[config.mk]
export PLATFORM = sky130hd
export DESIGN_NAME = csa_accum
export DESIGN_NICKNAME = d
export VERILOG_FILES = /design/src/sv/csa_pkg.sv /design/src/sv/csa_accum.sv
export SDC_FILE = /design/constraint.sdc
export NUM_CORES = 2
export LEC_CHECK = 0
export BUFFER_PORTS_ARGS = -buffer_cell sky130_fd_sc_hd__buf_2
export CAP_MARGIN = 10
export CORE_UTILIZATION = 35
export CTS_BUF_LIST = sky130_fd_sc_hd__clkbuf_4
export DETAILED_ROUTE_END_ITERATION = 10
export PLACE_DENSITY_LB_ADDON = 0.12
export REMOVE_ABC_BUFFERS = 1
export SYNTH_ARGS = -nofsm -noshare
export SYNTH_HDL_FRONTEND = slang
export SYNTH_SLANG_ARGS = --single-unit
export TNS_END_PERCENT = 5
[constraint.sdc]
create_clock -name i_clk -period 11.47 [get_ports i_clk]
set_input_delay 1.147 -clock i_clk [delete_from_list [all_inputs] [get_ports i_clk]]
set_output_delay 1.147 -clock i_clk [all_outputs]
set_load 0.02 [all_outputs]
[src/sv/csa_pkg.sv]
`timescale 1ns / 1ps
// ----------------------------------------------------------------------------
// Cosine similarity accumulator package
// Widths, transfer types and the control groups passed between the units.
// ----------------------------------------------------------------------------
package csa_pkg;

    localparam int IN_W         = 16;
    localparam int ELEM_BITS    = 16;
    localparam int MAX_LEN_LOG2 = 17;
    localparam int FRAC_BITS    = 16;

    localparam int SQ_W    = 2 * ELEM_BITS + MAX_LEN_LOG2 - 1;
    localparam int DOT_W   = SQ_W + 1;
    localparam int OUT_W   = FRAC_BITS + 2;
    localparam int MUL_W   = DOT_W;
    localparam int LIMB_W  = (MUL_W + 1) / 2;
    localparam int PROD_W  = 2 * MUL_W;
    localparam int P_W     = 2 * SQ_W;
    localparam int Q_W     = 2 * FRAC_BITS + 2;
    localparam int S_W     = FRAC_BITS + 1;
    localparam int CNT_W   = $clog2(Q_W);
    localparam int SUB_W   = PROD_W;
    localparam int SIM_ONE = 1 << FRAC_BITS;

    typedef struct packed {
        logic signed [IN_W-1:0] a_elem;
        logic signed [IN_W-1:0] b_elem;
        logic                   last_elem;
    } t_in_item;

    typedef struct packed {
        logic signed [OUT_W-1:0] similarity;
        logic                    zero_norm;
    } t_out_item;

    typedef struct packed {
        logic                    start;
        logic signed [DOT_W-1:0] dot;
        logic [SQ_W-1:0]         sa;
        logic [SQ_W-1:0]         sb;
    } t_acc_res;

    typedef struct packed {
        logic             start;
        logic [MUL_W-1:0] x;
        logic [MUL_W-1:0] y;
    } t_mul_req;

    typedef struct packed {
        logic              done;
        logic [PROD_W-1:0] prod;
    } t_mul_rsp;

endpackage

[src/sv/csa_accum.sv]
`timescale 1ns / 1ps
// ----------------------------------------------------------------------------
// Cosine similarity accumulator - element accumulator
// Sums the dot product and both sums of squares, one element pair per cycle
// when taken, handing the totals to the normalise sequencer on the final pair.
// ----------------------------------------------------------------------------
module csa_accum (
    input  logic              i_clk,
    input  logic              i_rst_n,
    input  logic              i_take,
    input  csa_pkg::t_in_item i_item,
    output csa_pkg::t_acc_res o_res
);
    import csa_pkg::*;

    logic signed [ELEM_BITS-1:0]   a;
    logic signed [ELEM_BITS-1:0]   b;
    logic signed [2*ELEM_BITS-1:0] aa;
    logic signed [2*ELEM_BITS-1:0] bb;
    logic signed [2*ELEM_BITS-1:0] ab;
    logic signed [DOT_W-1:0]       r_dot;
    logic signed [DOT_W-1:0]       n_dot;
    logic [SQ_W-1:0]               r_sa;
    logic [SQ_W-1:0]               n_sa;
    logic [SQ_W-1:0]               r_sb;
    logic [SQ_W-1:0]               n_sb;
    t_acc_res                      r_res;

    always_comb begin
        a     = i_item.a_elem[ELEM_BITS-1:0];
        b     = i_item.b_elem[ELEM_BITS-1:0];
        aa    = a * a;
        bb    = b * b;
        ab    = a * b;
        n_sa  = r_sa + SQ_W'($unsigned(aa));
        n_sb  = r_sb + SQ_W'($unsigned(bb));
        n_dot = r_dot + DOT_W'(ab);
    end

    always_ff @(posedge i_clk) begin
        if (!i_rst_n) begin
            r_dot       <= '0;
            r_sa        <= '0;
            r_sb        <= '0;
            r_res.start <= 1'b0;
        end else begin
            r_res.start <= i_take && i_item.last_elem;
            if (i_take) begin
                if (i_item.last_elem) begin
                    r_res.dot   <= n_dot;
                    r_res.sa    <= n_sa;
                    r_res.sb    <= n_sb;
                    r_dot       <= '0;
                    r_sa        <= '0;
                    r_sb        <= '0;
                end else begin
                    r_dot <= n_dot;
                    r_sa  <= n_sa;
                    r_sb  <= n_sb;
                end
            end
        end
    end

    assign o_res = r_res;

endmodule

# After elaboration in Yosys (flattened, before gate mapping)
# Cells that the tools add are included.
[totals] elab_cells=18 reg_bits=291 out_inout_bits=146 input_bits=36
[op_classes] n_mux=3 addsub=3 n_mul=3 reduce_logical=2
[ops] op="$add A48 B32 Y48" count=2
[ops] op="$mul A16 B16 Y32" count=3
[ops] op="$mux W48" count=2
[ops] op="$add A49 B32 Y49" count=1
[ops] op="$mux W49" count=1
[ops] op="$reduce_and A3 Y1" count=1
[ops] op="$logic_and A1 B1 Y1" count=1

# Longest topological paths before layout
[depth] depth_word=3 ltp_mapped=37 ltp_nobuf=34

# Worst setup path before layout
# OpenSTA, ideal clock, no wires.
[synth_timing] path_kind="input -> register" start="input port i_item[19] in the netlist's numbering" end="register r_sa[44]" path_slack_ns=2.446 n_path_buf=5 required_time_ns=11.348 stages=35 setup_time_ns=0.122 t_arrival_ns=8.902 cell_sequence="clkbuf_1 > clkbuf_1 > nand2_1 > fa_1 > fa_1 > fa_1 > inv_1 > fa_1 > fa_1 > inv_1 > fa_1 > inv_1 > ha_1 > clkbuf_1 > and4_1 > and2_1 > a211oi_1 > o31ai_1 > a41o_1 > nand2_1 > a31oi_1 > xor2_1 > ha_1 > clkbuf_1 > a21o_1 > a21o_1 > a21oi_1 > o21a_1 > nor2_1 > a21oi_1 > a31oi_2 > and2_1 > clkbuf_1 > and3_1 > a221o_1"
[synth_via] elab_chain_len=3
[synth_rtl] item="from (decl)" line_no="csa_accum.sv:11" source="input csa_pkg::t_in_item i_item,"
[synth_rtl] item="$mul A16 B16 Y32" line_no="csa_accum.sv:32" source="aa = a * a;"
[synth_rtl] item="$add A48 B32 Y48" line_no="csa_accum.sv:35" source="n_sa = r_sa + SQ_W'($unsigned(aa));"
[synth_rtl] item="$mux W48" line_no="csa_accum.sv:49" source="if (i_item.last_elem) begin"
[synth_rtl] item="to (signal assigned)" line_no="csa_accum.sv:58" source="r_sa <= n_sa;"
[synth_rtl] item="to (decl)" line_no="csa_accum.sv:23" source="logic [SQ_W-1:0] r_sa;"
# No other way between the ends.
# A chain may end at the register's enable or synchronous reset.

# Worst setup path after layout
[layout_timing] start="input port i_item[8] in the netlist's numbering" end="register r_sb[47]"
[layout_via] elab_chain_len=3
[layout_rtl] item="$mul A16 B16 Y32" line_no="csa_accum.sv:33" source="bb = b * b;"
[layout_rtl] item="$add A48 B32 Y48" line_no="csa_accum.sv:36" source="n_sb = r_sb + SQ_W'($unsigned(bb));"
[layout_rtl] item="$mux W48" line_no="csa_accum.sv:49"
[layout_rtl] item="to (signal assigned)" line_no="csa_accum.sv:59" source="r_sb <= n_sb;"
[layout_rtl] item="to (decl)" line_no="csa_accum.sv:25" source="logic [SQ_W-1:0] r_sb;"
# No other way between the ends.

==> results.txt <==
----------------------------------------------------
[Global routing]
  Remaining global-route overflow ... 0
  Number of antenna violations at the first check in global routing ... 11
  Overall fraction of global-route tracks in use ... 18.9%
  Maximum number of pins on one net before global-route repair ... 67
  Vias in the first global route ... 33700
  First-pass GRT wire length ... 189 mm

[CTS]
  CTS-repair resized insts ... 0
  TritonCTS clock tree ... yes
  Cts hold-fix bufs ... 0
  Deepest clock path buffer count ... 3
  Setup repair bufs after CTS ... 0
  Clock tree root buffer cell ... sky130_fd_sc_hd__clkbuf_4
  CTS HTree Levels ... 3
  Clk sink count ... 291
  Worst-Skew Late Latency ... 1080 ps
  Clock transition at path regs ... 70 ps
  Clock buffers created by TritonCTS ... 91

[Synthesis]
  Number of distinct standard cells referenced by the synthesized netlist ... 92
  Yosys warns ... 0
  Average size of a mapped cell ... 9.66 um2
  Number of enable-type register cells in the synthesized netlist ... 145
  Cell type with the highest aggregate area in the netlist ... sky130_fd_sc_hd__fa_1
  Post-synthesis cell area ... 44600 um2
  Most instantiated library cell after synthesis ... sky130_fd_sc_hd__inv_1
  Fraction of the yosys area taken by sequential cells ... 16.3%
  Synth cell count leaders ... 1010 x sky130_fd_sc_hd__inv_1, 842 x sky130_fd_sc_hd__fa_1, 392 x sky130_fd_sc_hd__nand2_1
  Top flip-flop cell by instance count after synthesis ... sky130_fd_sc_hd__dfxtp_1
  Async S/R FF share, synth ... 0%
  #FFs+latches synth ... 291
  Area share of the largest cell type after synthesis ... 37.8%
  Cell count after synthesis ... 4615
  Ranking of synthesized cells by area ... sky130_fd_sc_hd__fa_1 38%, sky130_fd_sc_hd__ha_1 10%, sky130_fd_sc_hd__edfxtp_1 9.8%

[STA]
  Final setup TNS ... 0 ps
  Peak clock frequency supported by timing ... 107 MHz
  Number of max-slew violations in the final report ... 0
  Tmin final ... 9330 ps
  Share of the clock period used by the worst path ... 81.3%
  Worst Skew ... 111 ps
  Final Hold Fails ... 0
  Setup violators final ... 0
  Max-slew headroom ... 22.2%
  Worst-margin pin slew ... 1170 ps
  RSZ-0062 raised after global routing ... no

[Floorplanning]
  Vertical extent of the die ... 359 um
  Core area ... 126000 um2
  Ports placed on the boundary ... 182
  Die Footprint ... 129000 um2
  Overall die width ... 359 um
  Initial standard-cell utilization of the core ... 35.4%
  Num rows ... 130

[Critical path]
  CP endpoint kind ... register
  Origin of the critical flop-to-flop path ... r_dot[15]$_SDFFE_PN0P_
  Required time at the worst-slack endpoint ... 12430 ps
  Worst-path fanout max ... 30
  Start point of the critical path ... i_item[8]
  Family with the most delay on the worst path ... adder cells
  Buf+Inv Stages, Crit Path ... 7
  Worst setup path class ... in -> reg
  Cell with the biggest individual delay on the critical path ... sky130_fd_sc_hd__fa_1
  Crit start category ... input pin
  Endpoint arrival time on the critical path ... 10290 ps
  Max stage delay on crit path ... 600 ps

[Min path]
  Hold path startpoint ... i_rst_n
  Worst hold-check path type ... in -> reg

[Drt]
  Total vias in the final route ... 31600
  DRC violation total after the first TritonRoute iteration ... 1475
  Number of optimization iterations in the first detailed-route pass ... 5
  Wire per inst ... 18.0 um
  Routed wire length ... 117 mm
  DRC Markers ... 0
  Average vias per placed instance ... 4.85
  Antenna violation net count after detailed routing ... 0

[Final layout]
  Post-Layout Cell Count ... 6505
  Post-synthesis to final-layout area growth ... 8.82%
  Final cell area excluding filler cells ... 48500 um2
  Count of fill cells added during filler insertion ... 12900
  Proportion of layout cells with a drive suffix above 1 ... 8.91%
  Final Util ... 38.5%
  Total number of nets in the final design ... 6024

[Place]
  Dpl hpwl ... 92.1 mm
  Placed Instances ... 6329
  Port Buf Inserts ... 181
  RePlAce Congestion ... 0.832
  Post-place instance area ... 47300 um2

[Flow run]
  Number of max-cap violations ... 0

[Outcome]
  Result of the run ... finished, final reports clean

----------------------------------------------------
path summary, 6_finish.rpt:
path	cells after the start	endpoint	slack, ps
setup / recovery	30	r_sb[47]$_SDFFE_PN0P_	2140
hold / removal	2	r_sb[41]$_SDFFE_PN0P_	370
setup reg to reg	20	o_res[140]$_DFFE_PP_	4790
hold reg to reg	1	r_sb[13]$_SDFFE_PN0P_	480
sequential cells by signal, summed over array words and instances (netlist names):
signal,cells
r_sa,48
o_res,146
r_sb,48
r_dot,49
cell type report:
class	instances	area, um2	share of cell area, %
well taps	1650	2060	4.26
clock buffers	134	1010	2.07
repair buffers	228	1260	2.59
diodes	6	15.0	0.0310
multi-input cells	3145	32900	67.8
flip-flops and latches	291	7280	15.0
clock inverters	36	203	0.418
inverters	1015	3810	7.86
cells in the final DEF (no fill, tap or decap), drive strengths merged, types with 6 or more instances in the layout:
cell type / instances
clkbuf: 134
a21oi: 173
o21a: 26
nand3: 44
inv: 1017
a31o: 11
a41oi: 7
o21ai: 117
dfxtp: 146
edfxtp: 145
buf: 228
o211ai: 9
and2: 187
a21boi: 7
nor3: 28
nand2b: 38
clkinv: 34
nand2: 394
a22oi: 68
ha: 374
or3: 14
nor2: 251
xnor2: 152
a211o: 6
xor2: 63
a31oi: 24
a211oi: 20
fa: 842
nor2b: 21
nand4: 22
nor3b: 6
or2: 8
o31ai: 15
and4: 8
a22o: 35
o21bai: 15
a21o: 76
and3: 26
diode: 6
worst register-to-register path, cell delays in order, from the launching register on:
cell	delay (ps)
sky130_fd_sc_hd__dfxtp_1	370
sky130_fd_sc_hd__inv_1	80
sky130_fd_sc_hd__fa_1	500
sky130_fd_sc_hd__inv_1	50
sky130_fd_sc_hd__fa_1	470
sky130_fd_sc_hd__fa_1	520
sky130_fd_sc_hd__inv_1	50
sky130_fd_sc_hd__fa_1	520
sky130_fd_sc_hd__inv_1	50
sky130_fd_sc_hd__fa_1	440
sky130_fd_sc_hd__ha_1	390
sky130_fd_sc_hd__nand2_1	90
sky130_fd_sc_hd__a21oi_1	370
sky130_fd_sc_hd__o311ai_4	220
sky130_fd_sc_hd__a31oi_1	610
sky130_fd_sc_hd__a211oi_2	270
sky130_fd_sc_hd__o211ai_2	430
sky130_fd_sc_hd__a41oi_2	260
sky130_fd_sc_hd__o21ai_0	430
sky130_fd_sc_hd__a21oi_1	150
sky130_fd_sc_hd__xnor2_1	140
through the flow:
stage | worst slack [ps] | hold WS (ps)
6_report | 2140 | 372
5_1_grt | 1770 | 242
4_1_cts | 2310 | 201
3_5_place_dp | 1120 | 467
3_3_place_gp | 1150 | 457
2_1_floorplan | 2610 | 432
kinds of logic after synthesis:
| group | count (synthesis) | synth area share (%) |
|---|---|---|
| AOI/OAI and AO/OA | 647 | 9.75 |
| and+or+nand+nor | 1063 | 11.3 |
| DFF | 291 | 16.3 |
| adders and majority gates | 1216 | 48.3 |
| buffers and inverters | 1179 | 10.0 |
| xor gates and xnor gates | 215 | 4.22 |
| muxes | 4 | 0.0954 |
metal layers:
| metal | track usage (%) | vias up | share of wire, % |
|---|---|---|---|
| li1 | - | 14800 | - |
| met1 | 25.7 | 16000 | 45 |
| met5 | 0 | - | 0.022 |
| met2 | 31.3 | 577 | 48 |
| met4 | 4.22 | 4 | 2.0 |
| met3 | 3.26 | 136 | 4.5 |
Power is not shown: default switching activity piles up to over one toggle a cycle in this logic, so the estimate is an artifact.
