`config.mk`:
```
export PLATFORM = sky130hd
export DESIGN_NAME = csa_mul
export DESIGN_NICKNAME = d
export VERILOG_FILES = /design/src/sv/csa_pkg.sv /design/src/sv/csa_mul.sv
export SDC_FILE = /design/constraint.sdc
export NUM_CORES = 2
export LEC_CHECK = 0
export ABC_CLOCK_PERIOD_IN_PS = 19300
export BUFFER_PORTS_ARGS = -buffer_cell sky130_fd_sc_hd__buf_4
export CAP_MARGIN = 20
export CORE_MARGIN = 2
export CORE_UTILIZATION = 65
export CTS_CLUSTER_SIZE = 14
export DETAILED_ROUTE_END_ITERATION = 10
export PLACE_DENSITY = 0.84
export SLEW_MARGIN = 20
export SYNTH_ARGS = -nofsm -noshare
export SYNTH_HDL_FRONTEND = slang
export SYNTH_SLANG_ARGS = --single-unit
```
`constraint.sdc`:
```
create_clock -name i_clk -period 19.3 [get_ports i_clk]
set_input_delay 0.965 -clock i_clk [delete_from_list [all_inputs] [get_ports i_clk]]
set_output_delay 0.965 -clock i_clk [all_outputs]
set_load 0.03 [all_outputs]
```
`src/sv/csa_pkg.sv`:
```
`timescale 1ns / 1ps
// ----------------------------------------------------------------------------
// Cosine similarity accumulator package
// Widths, transfer types and the control groups passed between the units.
// ----------------------------------------------------------------------------
package csa_pkg;

    localparam int IN_W         = 16;
    localparam int ELEM_BITS    = 16;
    localparam int MAX_LEN_LOG2 = 17;
    localparam int FRAC_BITS    = 16;

    localparam int SQ_W    = 2 * ELEM_BITS + MAX_LEN_LOG2 - 1;
    localparam int DOT_W   = SQ_W + 1;
    localparam int OUT_W   = FRAC_BITS + 2;
    localparam int MUL_W   = DOT_W;
    localparam int LIMB_W  = (MUL_W + 1) / 2;
    localparam int PROD_W  = 2 * MUL_W;
    localparam int P_W     = 2 * SQ_W;
    localparam int Q_W     = 2 * FRAC_BITS + 2;
    localparam int S_W     = FRAC_BITS + 1;
    localparam int CNT_W   = $clog2(Q_W);
    localparam int SUB_W   = PROD_W;
    localparam int SIM_ONE = 1 << FRAC_BITS;

    typedef struct packed {
        logic signed [IN_W-1:0] a_elem;
        logic signed [IN_W-1:0] b_elem;
        logic                   last_elem;
    } t_in_item;

    typedef struct packed {
        logic signed [OUT_W-1:0] similarity;
        logic                    zero_norm;
    } t_out_item;

    typedef struct packed {
        logic                    start;
        logic signed [DOT_W-1:0] dot;
        logic [SQ_W-1:0]         sa;
        logic [SQ_W-1:0]         sb;
    } t_acc_res;

    typedef struct packed {
        logic             start;
        logic [MUL_W-1:0] x;
        logic [MUL_W-1:0] y;
    } t_mul_req;

    typedef struct packed {
        logic              done;
        logic [PROD_W-1:0] prod;
    } t_mul_rsp;

endpackage

```
`src/sv/csa_mul.sv`:
```
`timescale 1ns / 1ps
// ----------------------------------------------------------------------------
// Cosine similarity accumulator - limb multiplier
// Wide unsigned product built from four half-width partial products,
// one partial product a cycle, each added in the cycle after it is formed.
// ----------------------------------------------------------------------------
module csa_mul (
    input  logic              i_clk,
    input  logic              i_rst_n,
    input  csa_pkg::t_mul_req i_req,
    output csa_pkg::t_mul_rsp o_rsp
);
    import csa_pkg::*;

    localparam int MUL_STEPS = 4;
    localparam int MC_W      = $clog2(MUL_STEPS + 1);

    logic [MUL_W-1:0]    r_x;
    logic [MUL_W-1:0]    r_y;
    logic [MC_W-1:0]     r_cnt;
    logic                r_busy;
    logic                r_done;
    logic [2*LIMB_W-1:0] r_pp;
    logic [1:0]          r_pk;
    logic [PROD_W-1:0]   r_acc;
    logic [2*LIMB_W-1:0] x_pad;
    logic [2*LIMB_W-1:0] y_pad;
    logic [LIMB_W-1:0]   xl;
    logic [LIMB_W-1:0]   yl;
    logic [2*LIMB_W-1:0] pp;
    logic [PROD_W-1:0]   pp_sh;

    always_comb begin
        x_pad = (2*LIMB_W)'(r_x);
        y_pad = (2*LIMB_W)'(r_y);
        xl    = r_cnt[1] ? x_pad[2*LIMB_W-1:LIMB_W] : x_pad[LIMB_W-1:0];
        yl    = r_cnt[0] ? y_pad[2*LIMB_W-1:LIMB_W] : y_pad[LIMB_W-1:0];
        pp    = xl * yl;
        unique case (r_pk)
            2'd0:    pp_sh = PROD_W'(r_pp);
            2'd1,
            2'd2:    pp_sh = PROD_W'(r_pp) << LIMB_W;
            default: pp_sh = PROD_W'(r_pp) << (2 * LIMB_W);
        endcase
    end

    always_ff @(posedge i_clk) begin
        if (!i_rst_n) begin
            r_busy <= 1'b0;
            r_done <= 1'b0;
            r_cnt  <= '0;
        end else begin
            r_done <= r_busy && !i_req.start && (r_cnt == MC_W'(MUL_STEPS));
            if (i_req.start) begin
                r_x    <= i_req.x;
                r_y    <= i_req.y;
                r_acc  <= '0;
                r_cnt  <= '0;
                r_busy <= 1'b1;
            end else if (r_busy) begin
                if (r_cnt == MC_W'(MUL_STEPS)) begin
                    r_acc  <= r_acc + pp_sh;
                    r_busy <= 1'b0;
                end else begin
                    r_pp  <= pp;
                    r_pk  <= r_cnt[1:0];
                    r_cnt <= r_cnt + 1'b1;
                    if (r_cnt != '0) begin
                        r_acc <= r_acc + pp_sh;
                    end
                end
            end
        end
    end

    assign o_rsp.done = r_done;
    assign o_rsp.prod = r_acc;

endmodule

```
* Word-level counts from Yosys, hierarchy flattened
Cells that the tools add are included.
** Storage, ports and cells
- Register bits :: 253
- Input port bits :: 101
- Output and inout port bits :: 99
- Logic and storage cells :: 39
** Operators by class
- Add/subtract/negate cells :: 2
- Multiply operators :: 1
- Equality and inequality tests :: 3
- Muxes and demuxes :: 9
- Bitwise logic cells :: 3
- Reduce and logical (&&, ||, !) cells :: 13
** Operators by type and width (number)
- 98-bit 2-to-1 mux :: 3
- 98-bit case mux with 2 select lines :: 1
- 98-bit adder :: 1
- 25-bit by 25-bit multiplier with 50-bit output :: 1
- 25-bit 2-to-1 mux :: 2
- 3-bit nonzero test :: 2
- 2-bit AND reduction :: 2
- 4-bit AND reduction :: 1
- 2-bit OR reduction :: 2
- 3-bit by 1-bit adder with 3-bit output, second input constant :: 1
- 3-bit equality test, second input constant :: 1
- 1-bit 2-to-1 mux :: 3
- 1-bit inverter :: 3
- 3-bit AND reduction :: 1
- 2-bit by 1-bit equality test with 1-bit output, second input constant :: 1
- 2-bit equality test, second input constant :: 1
- 1-bit logical AND :: 2
- 2-bit zero test :: 1
- 2-bit nonzero test :: 1
- 1-bit zero test :: 1

* Longest topological paths before layout
- Word-level depth :: 7
- Gate-level depth with buffers :: 30
- Gate-level depth less buffers :: 27

* Least setup slack after synthesis
No wires, ideal clock.
- Path kind :: register to register
- From :: register r_cnt[1]
- To :: register r_pp[47], data pin
- Setup time :: 0.258 ns
- Arrival :: 8.014 ns
- Slack :: 11.027 ns
- Cell stages (with the launch flop) :: 28
- Path buffers :: 4
- Period minus slack after synthesis :: 8.273 ns
- Cells stage by stage :: dfxtp_1 clkbuf_1 clkbuf_1 clkbuf_1 mux2i_1 clkbuf_1 nor2_1 fa_1 fa_1 inv_1 fa_1 inv_1 fa_1 fa_1 fa_1 inv_1 fa_1 inv_1 ha_1 and3_1 and2_1 a221o_1 o41ai_2 o31ai_1 a41o_1 a22o_1 a211oi_2 xnor2_1
** Between the ends
- Word-level cells in the longest chain between the ends :: 2
** RTL lines
- start, declared :: RTL line csa_mul.sv:20 : logic [MC_W-1:0] r_cnt;
- start signal, assigned :: RTL line csa_mul.sv:67 : r_cnt <= r_cnt + 1'b1;
- 25-bit 2-to-1 mux :: RTL line csa_mul.sv:36 : xl = r_cnt[1] ? x_pad[2*LIMB_W-1:LIMB_W] : x_pad[LIMB_W-1:0];
- 25-bit by 25-bit multiplier with 50-bit output :: RTL line csa_mul.sv:38 : pp = xl * yl;
- net pp[47] :: RTL line csa_mul.sv:30 : logic [2*LIMB_W-1:0] pp;
- end signal, assigned :: RTL line csa_mul.sv:65 : r_pp <= pp;
- end, declared :: RTL line csa_mul.sv:23 : logic [2*LIMB_W-1:0] r_pp;
The timed path passes the listed nets, and every way through them passes these cells.
A chain may end at the register's enable or synchronous reset.

* Worst setup path after layout
- From :: register r_cnt[0]
- To :: register r_pp[47], data pin
** Between the ends
- Word-level cells in the longest chain between the ends :: 2
** RTL lines
- 25-bit 2-to-1 mux :: RTL line csa_mul.sv:37 : yl = r_cnt[0] ? y_pad[2*LIMB_W-1:LIMB_W] : y_pad[LIMB_W-1:0];
- 25-bit by 25-bit multiplier with 50-bit output :: RTL line csa_mul.sv:38
- net pp[47] :: RTL line csa_mul.sv:30
The timed path passes the listed nets, and every way through them passes these cells.

==> impl.org <==
** STA
- Setup violations remaining at the end of the flow were counted as 0.
- Setup clock skew after layout :: 0.05628 ns
- Setup TNS :: 0 ns
- Static timing analysis puts the maximum clock frequency at 0.1151 GHz.
- Rel. slew slack :: 17.38%
- Worst Tran Pin Value :: 1.224 ns
- The worst path uses between 40% and 50% of the clock period.
- Clock period minus final worst setup slack :: 8.685 ns
- Final count of hold timing violations :: 0
- The number of pins with negative max-slew slack in the final report came to 0.
- Setup repair after global routing missed its margin :: no

** Finish
- In the final layout, the share of cells above drive strength 1 is between 10% and 20%.
- Relative to the synthesized area, the layout overhead comes to 8.199%.
- Number of antenna cells inserted :: 0
- The net count of the finished layout is 4819.

** Global route
- The first global-routing pass estimated about 160 mm of wire.
- Maximum number of pins on one net before global-route repair :: 77
- Final global-route overflow total :: 0
- Across every metal layer, demand over resource in global routing totals 38.21%.
- Number of global-route vias before repair :: 29070
- The number of antenna violations at the first check in global routing came to 2.

** Logic synthesis
- Commonest cells in the synthesized netlist :: 614 x sky130_fd_sc_hd__inv_1, 527 x sky130_fd_sc_hd__fa_1, 488 x sky130_fd_sc_hd__nor2_1
- For this run, the register share of the synthesized area comes to 21.08%.
- In this run the mean area of a mapped cell was 9.394 um^2.
- Fraction of registers with async set or reset after synthesis :: 0%
- Yosys mapped the design onto 89 distinct sky130hd cell types.
- Cell with the most instances after synthesis :: sky130_fd_sc_hd__inv_1
- Summing the areas of all compound-gate instances in the mapped netlist gives around a tenth of the synthesized area.
- Parity-gate share of the synthesized area counting xor and xnor cells :: under 10%
- Of the total synthesized cell area, the portion taken by AND, OR, NAND and NOR gates is 14.15%.
- Of all cell types, the one taking the most synthesized area is sky130_fd_sc_hd__fa_1.
- Total standard cell area after synthesis :: 0.03580 mm^2
- After Yosys synthesis, full adders, half adders and majority gates account for about two fifths of the synthesized area.
- Main combinational cell family by area after synthesis :: adder cells
- Synthesis handed over a netlist of 3811 instances.
- Multiplexer cells account for about 2.9% of the synthesized area.
- When the netlist entered floorplanning its net count stood at 4725.
- Biggest area contributors in the synthesized netlist :: sky130_fd_sc_hd__fa_1 29%, sky130_fd_sc_hd__edfxtp_1 21%, sky130_fd_sc_hd__ha_1 10%, sky130_fd_sc_hd__inv_1 6.4%, sky130_fd_sc_hd__nor2_1 5.1%
- Synthesized flop and latch total :: 253
- Among all flip-flop cells after synthesis, the most frequent one is sky130_fd_sc_hd__edfxtp_1.
- Top cell type's share of synthesized area :: 29.47%
- Total of warnings raised by yosys :: 0
- Yosys mapped a number of flops with a built-in enable equal to 248.

** Floorplanning
- Initial Utilization :: around 65%
- In this run the vertical extent of the chip is roughly 240 um.
- The die covers between 0.05 and 0.06 mm^2.
- Pin placement for this block handled 200 I/O pins.
- Horiz. Die Dim :: 238.7 um
- Row cnt :: 86
- The region available for standard cell placement spans approximately 0.055 mm^2.

** Worst setup path
- The worst register-to-register path has a setup slack of 10.62 ns.
- Worst path most repeated cell :: sky130_fd_sc_hd__fa_1
- Required time of the critical path :: approximately 20 ns
- End of the worst register-to-register path :: r_pp[47]
- The worst setup path is launched from a flop.
- The critical path starts at r_cnt[0].
- In this run the worst path has a maximum fanout of 28.
- For this run, the slowest stage of the critical path takes 0.72 ns.
- R2r startpoint :: r_cnt[0]
- Path depth of the worst reg2reg path :: 25
- Signal arrival time at the worst endpoint :: 9.05 ns
- The critical path in this run is classified as reg -> reg.
- The worst setup path is captured at a flop.
- Worst path slowest cell :: sky130_fd_sc_hd__dfxtp_2

** Clock network
- After clock tree synthesis, the setup repair step added 0 buffers.
- Number of clock buffers inserted by TritonCTS :: 28
- For this design, the sink count on the clock tree is 253.
- For the worst-skew pair, the clock arrives at the later sink with an insertion delay of 0.62 ns.
- Cell at the root of the clock tree :: sky130_fd_sc_hd__clkbuf_16
- Largest buffer count on any clock path :: 3
- Number of H-tree branching levels :: 1
- After clock tree synthesis, the clock-pin slew on the worst setup and hold paths is ~0.07 ns.
- Clock tree from TritonCTS :: built
- Once the clock tree was built, the resizer swapped 0 gates to a different size.
- Hold repair after CTS inserted 0 buffers.

** Worst hold path
- Path type of the worst min-delay path :: reg -> reg
- The worst hold path begins at r_busy.
- Worst Hold End :: r_done
- Along the worst hold path, the cell count comes to 2.

** Run status
- Result of the run :: finished clean

** Drt
- After detailed routing, the number of vias per cell comes to 6.235.
- Remaining routing DRC violations :: 0
- For this block, the routed nets add up to 108.1 mm of wire.
- Detailed routing inserted a total of 28875 vias.
- DRT Pass-1 Iters :: 8
- Initial detailed-routing violation count :: 2983
- Post-route ant nets :: 0
- Wire length per cell after detailed routing :: between 20 and 25 um

** Place
- Buffers placed on the I/O ports in this run total 199.
- After legalization and detailed placement, the total HPWL measured 83.47 mm.
- The congestion estimate from routability-driven global placement came to 1.052.

** Job
- Max-cap violations :: 0
-- logic make-up (layout without fill, tap and decap cells) --
logic type      after synthesis  in the layout
buf+inv                     801            917
xor+xnor                    129            129
mux                          98             98
compound gates              554            554
simple gates               1163           1163
fa+ha+maj                   813            813
flops                       253            253
-- metal layers --
metal	up-vias	global-route usage [%]	routed length, um
met2	1984	59.32	47120
li1	12520	-	-
met1	13802	47.76	38290
met4	2	22.65	8436
met5	-	0	13
met3	567	11.11	14220
-- how the worst max path moves through the flow --
stage / end / cells past startpoint / slack (ns)
after CTS: r_pp[47] / 25 / 10.69
after global routing: r_pp[47] / 25 / 10.28
after floorplan: r_pp[47] / 27 / 11.03
after global placement: r_pp[47] / 25 / 10.85
after detailed placement: r_pp[47] / 25 / 10.64
final: r_pp[47] / 25 / 10.62
-- registers in the layout, indices dropped and copies added (netlist names) --
signal  cells
r_acc      98
r_pp       50
r_x        49
r_y        49
r_cnt       3
r_pk        2
r_busy      1
r_done      1
-- per-stage QoR --
step / setup WS (ns) / hold slack (ns) / utilization [%] / instances / instance area, um^2
final: 10.62 / 0.4853 / 70.72 / 4631 / 38740
after CTS: 10.69 / 0.4845 / 70.72 / 4631 / 38740
after global routing: 10.28 / 0.5029 / 70.72 / 4631 / 38740
after floorplan: 11.03 / 0.4323 / - / 3811 / 35800
after detailed placement: 10.64 / 0.4802 / 68.97 / 4579 / 37770
after global placement: 10.85 / 0.4712 / 68.97 / 4579 / 37770
-- worst max-delay path, delay by kind of cell, from the launching register on --
| family | cells | cell delay, ns |
|---|---|---|
| buffers and inverters | 6 | 0.99 |
| flip-flops | 1 | 0.72 |
| multiplexers | 1 | 0.26 |
| AND/OR/NAND/NOR | 3 | 0.51 |
| XOR/XNOR | 1 | 0.09 |
| AO/OA/AOI/OAI | 6 | 2.08 |
| adder cells (fa/ha/maj) | 8 | 3.80 |
-- cell type report --
| cell class | count | area, um^2 |
|---|---|---|
| Sequential cell | 253 | 7550 |
| Fill cell | 4002 | 16030 |
| Clock buffer | 33 | 719.4 |
| Clock inverter | 19 | 244.0 |
| Timing Repair Buffer | 251 | 1884 |
| Tap cell | 704 | 880.8 |
| Inverter | 614 | 2305 |
| Multi-Input combinational cell | 2757 | 25150 |
-- layout by cell type (no fill, tap or decap), drive strengths merged, types with 15 or more instances in the layout --
| cell | n |
|---|---|
| inv | 614 |
| fa | 527 |
| nor2 | 488 |
| nand2 | 411 |
| ha | 286 |
| buf | 251 |
| edfxtp | 248 |
| a21oi | 166 |
| o21ai | 101 |
| xnor2 | 83 |
| a21o | 79 |
| and2 | 65 |
| mux2 | 52 |
| a22o | 51 |
| nand4 | 47 |
| xor2 | 46 |
| mux2i | 46 |
| clkbuf | 33 |
| o21bai | 30 |
| nor2b | 29 |
| nand3 | 21 |
| nand2b | 20 |
| and3 | 19 |
| a31oi | 18 |
| a211oi | 17 |
| nor3 | 16 |
| o21a | 15 |
Power is not shown: default switching activity piles up to over one toggle a cycle in this logic, so the estimate is an artifact.
